--- config.mk ---
export PLATFORM = sky130hd
export DESIGN_NAME = hierarchical_transition_checker_unit
export DESIGN_NICKNAME = d
export VERILOG_FILES = /design/src/htc_pkg.sv /design/src/htc_ram.sv /design/src/htc_ctrl.sv /design/src/htc_datapath.sv /design/src/hierarchical_transition_checker_unit.sv
export SDC_FILE = /design/constraint.sdc
export NUM_CORES = 2
export LEC_CHECK = 0
export BUFFER_PORTS_ARGS = -buffer_cell sky130_fd_sc_hd__buf_2
export CORE_AREA = 4 4 613 372
export DETAILED_ROUTE_END_ITERATION = 8
export DIE_AREA = 0 0 617 376
export PLACE_DENSITY = 0.52
export SLEW_MARGIN = 30
export SYNTH_ARGS = -nofsm -noshare
export SYNTH_HDL_FRONTEND = slang
export SYNTH_SLANG_ARGS = --single-unit
export TNS_END_PERCENT = 30
--- constraint.sdc ---
create_clock -name clk -period 13.5 [get_ports clk]
set_input_delay 1.35 -clock clk [delete_from_list [all_inputs] [get_ports clk]]
set_output_delay 1.35 -clock clk [all_outputs]
set_load 0.01 [all_outputs]
--- src/htc_pkg.sv ---
package htc_pkg;

  localparam int NUM_STATES_DEFAULT      = 64;
  localparam int MAX_TRANSITIONS_DEFAULT = 128;

  localparam logic [2:0] CMD_ADD_STATE = 3'd0;
  localparam logic [2:0] CMD_ADD_TRANS = 3'd1;
  localparam logic [2:0] CMD_SET_CUR   = 3'd2;
  localparam logic [2:0] CMD_MOVE      = 3'd3;
  localparam logic [2:0] CMD_UNDO      = 3'd4;
  localparam logic [2:0] CMD_QUERY     = 3'd5;

  localparam logic [2:0] ERR_OK      = 3'd0;
  localparam logic [2:0] ERR_UNKNOWN = 3'd1;
  localparam logic [2:0] ERR_FULL    = 3'd2;
  localparam logic [2:0] ERR_NOINIT  = 3'd3;
  localparam logic [2:0] ERR_REFUSED = 3'd4;

  // controller -> datapath strobes
  typedef struct packed {
    logic capture;
    logic exec;
    logic walk;
    logic scan;
    logic write2;
    logic load_out;
  } ctl_cmd_t;

  // datapath -> controller flags
  typedef struct packed {
    logic search;
    logic second;
    logic walk_end;
    logic scan_end;
  } ctl_status_t;

endpackage

--- src/htc_ram.sv ---
module htc_ram #(
  parameter int WIDTH = 8,
  parameter int DEPTH = 64
) (
  input  logic                                   clk,
  input  logic                                   wr_en,
  input  logic [((DEPTH > 1) ? $clog2(DEPTH) : 1)-1:0] wr_addr,
  input  logic [WIDTH-1:0]                       wr_data,
  input  logic [((DEPTH > 1) ? $clog2(DEPTH) : 1)-1:0] rd_addr,
  output logic [WIDTH-1:0]                       rd_data
);

  logic [WIDTH-1:0] mem [DEPTH];

  always_ff @(posedge clk) begin
    if (wr_en) begin
      mem[wr_addr] <= wr_data;
    end
    rd_data <= mem[rd_addr];
  end

endmodule

--- src/htc_ctrl.sv ---
module htc_ctrl (
  input  logic                 clk,
  input  logic                 rst,
  input  logic                 in_valid,
  output logic                 in_stall,
  output logic                 out_valid,
  input  logic                 out_stall,
  input  htc_pkg::ctl_status_t status,
  output htc_pkg::ctl_cmd_t    cmd
);
  import htc_pkg::*;

  typedef enum logic [2:0] {
    S_IDLE,
    S_EXEC,
    S_WALK,
    S_SCAN,
    S_WRITE2,
    S_FINISH
  } state_t;

  state_t state;
  state_t state_next;
  logic   out_free;

  assign out_free = !out_valid || !out_stall;
  assign in_stall = (state != S_IDLE);

  always_comb begin
    state_next = state;
    cmd        = '0;
    case (state)
      S_IDLE: begin
        if (in_valid) begin
          cmd.capture = 1'b1;
          state_next  = S_EXEC;
        end
      end
      S_EXEC: begin
        cmd.exec = 1'b1;
        if (status.search) begin
          state_next = S_WALK;
        end else if (status.second) begin
          state_next = S_WRITE2;
        end else begin
          state_next = S_FINISH;
        end
      end
      S_WALK: begin
        cmd.walk = 1'b1;
        if (status.walk_end) begin
          state_next = S_SCAN;
        end
      end
      S_SCAN: begin
        cmd.scan = 1'b1;
        if (status.scan_end) begin
          state_next = S_FINISH;
        end
      end
      S_WRITE2: begin
        cmd.write2 = 1'b1;
        state_next = S_FINISH;
      end
      S_FINISH: begin
        if (out_free) begin
          cmd.load_out = 1'b1;
          state_next   = S_IDLE;
        end
      end
      default: begin
        state_next = S_IDLE;
      end
    endcase
  end

  always_ff @(posedge clk) begin
    if (rst) begin
      state     <= S_IDLE;
      out_valid <= 1'b0;
    end else begin
      state <= state_next;
      if (cmd.load_out) begin
        out_valid <= 1'b1;
      end else if (!out_stall) begin
        out_valid <= 1'b0;
      end
    end
  end

endmodule

--- src/htc_datapath.sv ---
module htc_datapath #(
  parameter int NUM_STATES      = htc_pkg::NUM_STATES_DEFAULT,
  parameter int MAX_TRANSITIONS = htc_pkg::MAX_TRANSITIONS_DEFAULT
) (
  input  logic                 clk,
  input  logic                 rst,
  input  htc_pkg::ctl_cmd_t    cmd,
  output htc_pkg::ctl_status_t status,
  input  logic [2:0]           command,
  input  logic [5:0]           state_a,
  input  logic [5:0]           state_b,
  input  logic                 under_root,
  input  logic                 both_ways,
  output logic [2:0]           error_code,
  output logic                 allowed,
  output logic                 current_valid,
  output logic [5:0]           current_state
);
  import htc_pkg::*;

  localparam int SW = $clog2(NUM_STATES);
  localparam int PW = SW + 1;
  localparam int TW = (MAX_TRANSITIONS > 1) ? $clog2(MAX_TRANSITIONS) : 1;
  localparam int CW = $clog2(MAX_TRANSITIONS + 1);

  logic [2:0]            cmd_r;
  logic [5:0]            a_r;
  logic [5:0]            b_r;
  logic                  root_r;
  logic                  both_r;

  logic [NUM_STATES-1:0] present;
  logic [NUM_STATES-1:0] mark;
  logic [CW-1:0]         count;
  logic [SW-1:0]         cur;
  logic                  cur_ok;
  logic [SW-1:0]         prev;
  logic                  prev_ok;
  logic [2:0]            err_r;
  logic                  allow_r;
  logic [TW-1:0]         idx;

  logic [SW-1:0]         a_idx;
  logic [SW-1:0]         b_idx;
  logic                  a_rng;
  logic                  b_rng;
  logic                  a_known;
  logic                  b_known;
  logic                  full;
  logic [2:0]            err_exec;

  logic                  p_we;
  logic [PW-1:0]         p_wdata;
  logic [SW-1:0]         p_raddr;
  logic [PW-1:0]         p_rdata;
  logic [SW-1:0]         p_idx;

  logic                  t_we;
  logic [2*SW-1:0]       t_wdata;
  logic [TW-1:0]         t_raddr;
  logic [2*SW-1:0]       t_rdata;
  logic [SW-1:0]         t_from;
  logic [SW-1:0]         t_to;
  logic [CW:0]           idx_inc;
  logic                  hit;

  assign a_idx   = SW'(a_r);
  assign b_idx   = SW'(b_r);
  assign a_rng   = 32'(a_r) < NUM_STATES;
  assign b_rng   = 32'(b_r) < NUM_STATES;
  assign a_known = a_rng && present[a_idx];
  assign b_known = b_rng && present[b_idx];
  assign full    = ((CW+1)'(count) + (both_r ? (CW+1)'(2) : (CW+1)'(1)))
                   > (CW+1)'(MAX_TRANSITIONS);

  always_comb begin
    err_exec = ERR_OK;
    case (cmd_r)
      CMD_ADD_STATE: begin
        if (!a_rng || (!root_r && !b_known)) begin
          err_exec = ERR_UNKNOWN;
        end
      end
      CMD_ADD_TRANS: begin
        if (!a_known || !b_known) begin
          err_exec = ERR_UNKNOWN;
        end else if (full) begin
          err_exec = ERR_FULL;
        end
      end
      CMD_SET_CUR: begin
        if (!a_known) begin
          err_exec = ERR_UNKNOWN;
        end
      end
      CMD_MOVE, CMD_QUERY: begin
        if (!a_known) begin
          err_exec = ERR_UNKNOWN;
        end else if (!cur_ok) begin
          err_exec = ERR_NOINIT;
        end
      end
      default: begin
        err_exec = ERR_OK;
      end
    endcase
  end

  assign status.search   = ((cmd_r == CMD_MOVE) || (cmd_r == CMD_QUERY)) &&
                           (err_exec == ERR_OK);
  assign status.second   = (cmd_r == CMD_ADD_TRANS) && (err_exec == ERR_OK) && both_r;
  assign status.walk_end = 32'(p_rdata) >= NUM_STATES;
  assign status.scan_end = hit || (idx_inc >= {1'b0, count});

  // parent table, root marked by NUM_STATES
  assign p_we    = cmd.exec && (cmd_r == CMD_ADD_STATE) && (err_exec == ERR_OK) &&
                   !present[a_idx];
  assign p_wdata = root_r ? PW'(NUM_STATES) : {1'b0, b_idx};
  assign p_idx   = p_rdata[SW-1:0];
  assign p_raddr = cmd.walk ? p_idx : cur;

  htc_ram #(
    .WIDTH (PW),
    .DEPTH (NUM_STATES)
  ) u_parent_ram (
    .clk     (clk),
    .wr_en   (p_we),
    .wr_addr (a_idx),
    .wr_data (p_wdata),
    .rd_addr (p_raddr),
    .rd_data (p_rdata)
  );

  // transition list, {from, to}
  assign t_we    = (cmd.exec && (cmd_r == CMD_ADD_TRANS) && (err_exec == ERR_OK)) ||
                   cmd.write2;
  assign t_wdata = cmd.write2 ? {b_idx, a_idx} : {a_idx, b_idx};
  assign idx_inc = (CW+1)'(idx) + (CW+1)'(1);
  assign t_raddr = cmd.scan ? idx_inc[TW-1:0] : '0;
  assign t_from  = t_rdata[2*SW-1:SW];
  assign t_to    = t_rdata[SW-1:0];
  assign hit     = (count != '0) && (t_to == a_idx) && mark[t_from];

  htc_ram #(
    .WIDTH (2*SW),
    .DEPTH (MAX_TRANSITIONS)
  ) u_trans_ram (
    .clk     (clk),
    .wr_en   (t_we),
    .wr_addr (count[TW-1:0]),
    .wr_data (t_wdata),
    .rd_addr (t_raddr),
    .rd_data (t_rdata)
  );

  always_ff @(posedge clk) begin
    if (cmd.capture) begin
      cmd_r  <= command;
      a_r    <= state_a;
      b_r    <= state_b;
      root_r <= under_root;
      both_r <= both_ways;
    end
    if (cmd.exec) begin
      err_r   <= err_exec;
      allow_r <= 1'b0;
      if (status.search) begin
        mark <= NUM_STATES'(1) << cur;
      end
    end
    if (cmd.walk) begin
      if (!status.walk_end) begin
        mark[p_idx] <= 1'b1;
      end else begin
        idx <= '0;
      end
    end
    if (cmd.scan) begin
      idx <= idx_inc[TW-1:0];
      if (status.scan_end) begin
        allow_r <= hit;
        if ((cmd_r == CMD_MOVE) && !hit) begin
          err_r <= ERR_REFUSED;
        end
      end
    end
    if (cmd.load_out) begin
      error_code    <= err_r;
      allowed       <= allow_r;
      current_valid <= cur_ok;
      current_state <= cur_ok ? 6'(cur) : 6'd0;
    end
  end

  always_ff @(posedge clk) begin
    if (rst) begin
      present <= '0;
      count   <= '0;
      cur_ok  <= 1'b0;
      prev_ok <= 1'b0;
      cur     <= '0;
      prev    <= '0;
    end else begin
      if (p_we) begin
        present[a_idx] <= 1'b1;
      end
      if (t_we) begin
        count <= count + CW'(1);
      end
      if (cmd.exec && (err_exec == ERR_OK)) begin
        case (cmd_r)
          CMD_SET_CUR: begin
            cur    <= a_idx;
            cur_ok <= 1'b1;
          end
          CMD_UNDO: begin
            cur    <= prev;
            cur_ok <= prev_ok;
          end
          default: begin
          end
        endcase
      end
      if (cmd.scan && status.scan_end && hit && (cmd_r == CMD_MOVE)) begin
        prev    <= cur;
        prev_ok <= cur_ok;
        cur     <= a_idx;
        cur_ok  <= 1'b1;
      end
    end
  end

endmodule

--- src/hierarchical_transition_checker_unit.sv ---
// Steps: capture, execute, result for add state, set, undo, unused codes;
//   a both-ways add transition writes its second list entry before the result.
// Move/query: after execute, walk the ancestors of the current state (parent RAM walk,
//   one per cycle), then scan list entries (one per cycle, stops on hit, at least 1).
// Throughput: one command at a time; next beat taken once the result is registered.
// Reset: clears presence bits, transition count, current and previous; tables keep data.
module hierarchical_transition_checker_unit #(
  parameter int NUM_STATES      = htc_pkg::NUM_STATES_DEFAULT,
  parameter int MAX_TRANSITIONS = htc_pkg::MAX_TRANSITIONS_DEFAULT
) (
  input  logic       clk,
  input  logic       rst,
  input  logic       in_valid,
  output logic       in_stall,
  input  logic [2:0] command,
  input  logic [5:0] state_a,
  input  logic [5:0] state_b,
  input  logic       under_root,
  input  logic       both_ways,
  output logic       out_valid,
  input  logic       out_stall,
  output logic [2:0] error_code,
  output logic       allowed,
  output logic       current_valid,
  output logic [5:0] current_state
);
  import htc_pkg::*;

  ctl_cmd_t    cmd;
  ctl_status_t status;

  htc_ctrl u_ctrl (
    .clk       (clk),
    .rst       (rst),
    .in_valid  (in_valid),
    .in_stall  (in_stall),
    .out_valid (out_valid),
    .out_stall (out_stall),
    .status    (status),
    .cmd       (cmd)
  );

  htc_datapath #(
    .NUM_STATES      (NUM_STATES),
    .MAX_TRANSITIONS (MAX_TRANSITIONS)
  ) u_datapath (
    .clk           (clk),
    .rst           (rst),
    .cmd           (cmd),
    .status        (status),
    .command       (command),
    .state_a       (state_a),
    .state_b       (state_b),
    .under_root    (under_root),
    .both_ways     (both_ways),
    .error_code    (error_code),
    .allowed       (allowed),
    .current_valid (current_valid),
    .current_state (current_state)
  );

  a_busy_after_accept: assert property (@(posedge clk) disable iff (rst)
    in_valid && !in_stall |=> in_stall)
    else $error("accepted beat did not make the unit busy");

  a_state_zero_when_none: assert property (@(posedge clk) disable iff (rst)
    out_valid && !current_valid |-> current_state == 6'd0)
    else $error("current_state nonzero with no current state");

  a_allowed_only_ok: assert property (@(posedge clk) disable iff (rst)
    out_valid && allowed |-> error_code == ERR_OK)
    else $error("allowed set on an error result");

  a_load_needs_free_out: assert property (@(posedge clk) disable iff (rst)
    cmd.load_out |-> !out_valid || !out_stall)
    else $error("result register overwritten while held");

endmodule

# Word-level counts from Yosys, hierarchy flattened
# Memories as Yosys holds them, arrays and structs flattened. A register that Yosys moved wholly into a read port is not among the register bits.
# Index checks and enable logic that the tools add are counted.
op_classes:
  add_sub_neg: 3
  order_cmp: 9
  eq_ne: 16
  shift: 1
  muxes: 63
  n_bitwise: 2
  reduce_logical: 42
ops:
  columns: ["operator", "count"]
  rows:
  - ["2-to-1 mux 64 bit", 4]
  - ["bitwise OR 64 bit", 2]
  - ["<< shifter 1 x 6 -> 64 bit, first input constant", 1]
  - ["2-to-1 mux 7 bit", 5]
  - ["2-to-1 mux 3 bit", 11]
  - ["less-than comparator 6 x 7 -> 1 bit, second input constant", 4]
  - ["2-to-1 mux 1 bit", 27]
  - ["binary-select mux 1 bit (select 6 bit)", 3]
  - ["logical AND 1 bit", 18]
  - ["2-to-1 mux 6 bit", 3]
  - ["case mux 3 bit (6 select lines)", 1]
  - ["demux 1 bit (select 6 bit)", 2]
  - ["== test 3 x 2 -> 1 bit, second input constant", 4]
  - ["== test 3 bit, second input constant", 4]
  - ["greater-or-equal comparator 6 x 1 -> 1 bit, second input constant", 2]
  - ["2-to-1 mux 12 bit", 1]
  - ["case mux 3 bit (4 select lines)", 1]
  - ["case mux 6 bit (2 select lines)", 1]
  - ["adder 8 x 9 -> 9 bit", 1]
  - ["greater-than comparator 9 x 8 -> 1 bit, second input constant", 1]
  - ["logical NOT 3 bit", 3]
  - ["adder 7 x 1 -> 8 bit, second input constant", 1]
  - ["adder 8 x 1 -> 8 bit, second input constant", 1]
  - ["greater-or-equal comparator 8 bit", 1]
  - ["15 further kinds", 34]
totals:
  regBits: 193
  ram_bits: 1984
  inputBits: 21
  out_inout_bits: 13
  wordCells: 159
  memories: 2
memory_table:
  columns: ["name", "depth", "word_bits", "rd", "rd_ports_with_merged_regs", "wr", "line", "text"]
  rows:
  - ["u_datapath.u_trans_ram.mem", 128, 12, 1, 1, 1, "htc_ram.sv:13", "logic [WIDTH-1:0] mem [DEPTH];"]
  - ["u_datapath.u_parent_ram.mem", 64, 7, 1, 1, 1, "htc_ram.sv:13", null]

# Depth between registers and ports, before layout
logic_depth:
  word_depth: 13
  depth_mapped: 15
  ltp_nobuf: 13

# By module
# Synthesis repeated with hierarchy kept, for this count alone.
unflattened:
  cells_unflattened: 4192
  area_unflattened_um2: 86729.4
modules_own_cells:
  columns: ["module", "instances", "cells_per_inst", "area_each_um2", "seq_area_each_um2"]
  rows:
  - ["htc_ram (u_datapath.u_trans_ram)", 1, 2362, 59128.0, 46364.5]
  - ["htc_ram (u_datapath.u_parent_ram)", 1, 827, 17635.7, 13593.0]
  - ["htc_datapath", 1, 968, 9698.1, 4134.0]
  - ["htc_ctrl", 1, 35, 267.8, 80.1]

# Worst setup path after synthesis
# OpenSTA, ideal clock, no wires.
synth_timing:
  path_type: "register to register"
  from: "register u_ctrl.state[1]"
  to: "memory u_datapath.u_trans_ram.mem[0][11] in the netlist's numbering (data pin)"
  setup_ps: 1198
  t_arrival_ps: 5995
  required_ps: 12302
  setup_slack_ps: 6308
  stages_incl_launch_ff: 5
  n_path_buf: 2
  synth_period_minus_slack_ps: 7192
  path_cell_list: "dfxtp_1 -> clkbuf_1 -> nor3_1 -> clkbuf_1 -> o21ai_0"
synth_between:
  elab_chain_cells: 3
synth_rtl:
  columns: ["item", "line", "text"]
  rows:
  - ["start, declared", "htc_ctrl.sv:22", "state_t state;"]
  - ["start signal, assigned", "htc_ctrl.sv:82", "state <= state_next;"]
  - ["== test 3 bit", "htc_ctrl.sv:32", "case (state)"]
  - ["2-to-1 mux 1 bit", "htc_ctrl.sv:32", null]
  - ["2-to-1 mux 12 bit", "htc_datapath.sv:137", "assign t_wdata = cmd.write2 ? {b_idx, a_idx} : {a_idx, b_idx};"]
  - ["via u_datapath.t_wdata[11]", "htc_datapath.sv:59", "logic [2*SW-1:0] t_wdata;"]
  - ["end, declared", "htc_ram.sv:13", null]
# The timed path passes the listed nets, and every way through them passes these cells.

# Worst setup path after layout
layout_timing:
  from: "register u_datapath.idx[0]"
  to: "register u_datapath.u_trans_ram.rd_data[3], read port of u_datapath.u_trans_ram.mem"
layout_between:
  elab_chain_cells: 2
layout_rtl:
  columns: ["item", "line", "text"]
  rows:
  - ["start, declared", "htc_datapath.sv:41", "logic [TW-1:0] idx;"]
  - ["start signal, assigned", "htc_datapath.sv:179", "idx <= idx_inc[TW-1:0];"]
  - ["adder 7 x 1 -> 8 bit", "htc_datapath.sv:138", "assign idx_inc = (CW+1)'(idx) + (CW+1)'(1);"]
  - ["2-to-1 mux 7 bit", "htc_datapath.sv:139", "assign t_raddr = cmd.scan ? idx_inc[TW-1:0] : '0;"]
  - ["end, declared", "htc_ram.sv:10", "output logic [WIDTH-1:0] rd_data"]
# Every way passes these cells.
# A chain may end at the register's enable or synchronous reset.

==> run metrics <==
Slew HR 28.0%; fraction of final layout cells sized beyond drive strength 1 around an eighth; maximum clock skew at final layout about 0.038 ns; area of the die approximately 230000 um2; sequential area share after synthesis slightly above 70%; H-tree Lvls 4; Core Box Area approximately 220000 um2; wire length of the first global-routing pass 406000 um; Critical Path Fanout Max 153; deepest clock path buffer count 4; Post-CTS Hold Fix Bufs 0; wire length after detailed routing about 290000 um; TritonCTS clock tree done; FF+latch count, synth 2196; maximum number of pins on one net before global-route repair roughly 160; quantity of I/O buffers inserted on ports 33; overall power consumption about 15000 uW; min cycle time layout 5.55 ns; accumulated negative setup slack 0 ns; P&R area growth vs syn 12.1%; cell taking the most area after synthesis sky130_fd_sc_hd__edfxtp_1; Hold Path Class flop to flop; Pwr Density around 150 nW/um2; required arrival time at the worst endpoint about 14 ns; Max stage delay cell, worst path sky130_fd_sc_hd__a211oi_1; cell types with the largest area share after synthesis sky130_fd_sc_hd__edfxtp_1, sky130_fd_sc_hd__nand2_1, sky130_fd_sc_hd__dfxtp_1; Synthesized Nets about 6600; # nets final ~6600; number of DRC violations after detailed-routing iteration 0 between 8000 and 9000; width of the die slightly above 600 um; Placement Rows ~130; vias per std cell 5.93; Worst Setup End Kind flop; Max Freq 0.180 GHz; share of Yosys cell area claimed by the top area cell type between 60% and 70%; most instantiated flip-flop cell in the synthesis netlist sky130_fd_sc_hd__edfxtp_1; CTS-repair resized insts 0; post-route ant nets 0; RSZ-0062 raised after global routing false; number of warnings reported in the yosys synthesis log 0; result of the run finished clean; cell-by-cell listing of the critical path buf_4 -> ha_4 -> xnor2_2 -> inv_6 -> nand2_4 -> inv_8 -> buf_12 -> buf_4 -> nand2_1 -> a311oi_1 -> a31oi_1 -> a211oi_1 -> a211oi_1 -> nor4_1; vias after detailed routing 57630; startpoint-to-endpoint class of the critical path flop to flop; leakage component of the power about 0.033 uW; Cell variety after synth 80; CP arrival approximately 6.3 ns; Max-Cap Viols 0; vias in the first global route about 54000; most common library cells after synthesis sky130_fd_sc_hd__edfxtp_1, sky130_fd_sc_hd__nand2_1, sky130_fd_sc_hd__nor2_1, sky130_fd_sc_hd__clkbuf_1, sky130_fd_sc_hd__nand3_1; total iterations of the first detailed-routing run 6; syn avg cell area between 10 and 15 um2; die extent in y about 380 um; number of synthesized flops with an enable pin around 2000; Peak VDD IR between 0.1 and 0.15 mV; clock buffers created by TritonCTS approximately 210; post-synthesis cell count 6578; final hold violations 0; post-CTS setup buffers 0; most instantiated library cell after synthesis sky130_fd_sc_hd__edfxtp_1; cell area after synthesis 88700 um2; # DRC 0; worst skew pair latency roughly 0.86 ns; Final GP Congestion roughly 0.88; CTS Sinks between 2000 and 2500; CTS Root Buffer Type sky130_fd_sc_hd__clkbuf_16; post-DP HPWL 172000 um; final setup vio count 0; Period Utilization, post-route between 40% and 50%; critical path launch point type flop; mean routed wirelength per cell ~29 um; Initial Util 40.0%; slew at the pin closest to its max-slew limit 1.07 ns; longest individual stage delay on the worst path a little over 0.9 ns; clock input transition at the sequential cells of the worst setup and hold paths 0.07 ns; proportion of register bits with asynchronous set or reset after synthesis 0%; # IOs 34; overall routing resource usage approximately a quarter; number of antenna violations at the first check in global routing 26; aggregate global routing overflow 0; Max Transition Viols Final 0
[area by class of cell]
| cell class | instances | area [um2] |
|---|---|---|
| multi-input cells | 3874 | 23100 |
| diodes | 2 | 5.00 |
| well taps | 2992 | 3740 |
| clock buffers | 264 | 5480 |
| clock inverters | 97 | 742 |
| flip-flops and latches | 2196 | 64200 |
| inverters | 34 | 153 |
| repair buffers | 266 | 2040 |
| fillers | 19819 | 122000 |
[per-stage QoR]
step                worst slack (ns)  std cells  hold slack (ns)  util (%)  instance area, um2
detailed placement              8.09       9361            0.480      42.0               93100
floorplan                       6.31       6578            0.402         -               88700
finish                          7.95       9725            0.490      44.8               99400
global route                    7.75       9723            0.511      44.8               99400
CTS                             8.06       9722            0.495      44.8               99300
global placement                7.81       9357            0.465      41.9               92900
[critical path, delay by kind of cell (launching register included)]
family	cells	cell delay (ns)
xor+xnor	1	0.11
flops	1	0.35
compound gates	4	1.41
fa+ha+maj	1	0.24
buf+inv	5	2.44
simple gates	3	0.61
[metal layers]
layer	vias to the layer above	global-route usage [%]	wire [um]
li1	25013	-	-
met1	29272	37.8	133000
met2	2991	30.6	109000
met3	346	9.28	38400
met4	8	4.38	4980
met5	-	0	61
[cell usage in the layout, fill, tap and decap left out, drive strengths merged, types with 70 or more instances in the layout]
cell    Yosys  routed
nand3     320     320
a211oi    135     135
o21ai     121     121
nand2    1294    1294
and3      125     125
o22ai     125     125
a21oi     272     272
mux4       70      70
a311oi    214     214
nor2      393     393
dfxtp     177     177
buf       143     266
clkbuf    331     264
a31oi     113     113
mux2i     150     150
clkinv      5      82
nor3      127     127
edfxtp   2019    2019
[flip-flops by register name (all words and copies together), names as in the netlist, 7 cells and up]
signal                           cells
u_datapath.mark                     64
u_datapath.u_parent_ram.rd_data      7
u_datapath.u_parent_ram.mem        448
u_datapath.u_trans_ram.mem        1536
u_datapath.count                     8
u_datapath.idx                       7
u_datapath.present                  64
u_datapath.u_trans_ram.rd_data      12
[where the power goes]
part           internal [uW]  switching [uW]  total (uW)
Combinational            304             918        1220
Sequential              7840             125        7970
Clock                   3070            2550        5630
Total                  11200            3600       14800
[kinds of logic (layout without fill, tap and decap cells)]
logic type | Yosys count | count (layout) | synth area share [%]
other | 0 | 2 | 0
buffers and inverters | 508 | 661 | 2.23
DFF | 2196 | 2196 | 72.4
adders and majority gates | 14 | 14 | 0.206
AOI/OAI and AO/OA | 1176 | 1176 | 9.08
and+or+nand+nor | 2391 | 2391 | 11.7
xor gates and xnor gates | 13 | 13 | 0.128
muxes | 280 | 280 | 4.24
[path summary, 6_finish.rpt]
path	slack (ns)	from	depth (start not counted)	end
setup / recovery	7.95	u_datapath.idx[0]	14	u_datapath.u_trans_ram.rd_data[3]
hold / removal	0.49	u_datapath.present[14]	2	u_datapath.present[14]
setup reg to reg	7.95	u_datapath.idx[0]	14	u_datapath.u_trans_ram.rd_data[3]
hold reg to reg	0.49	u_datapath.present[14]	2	u_datapath.present[14]
(Power assumes the default switching activity.)
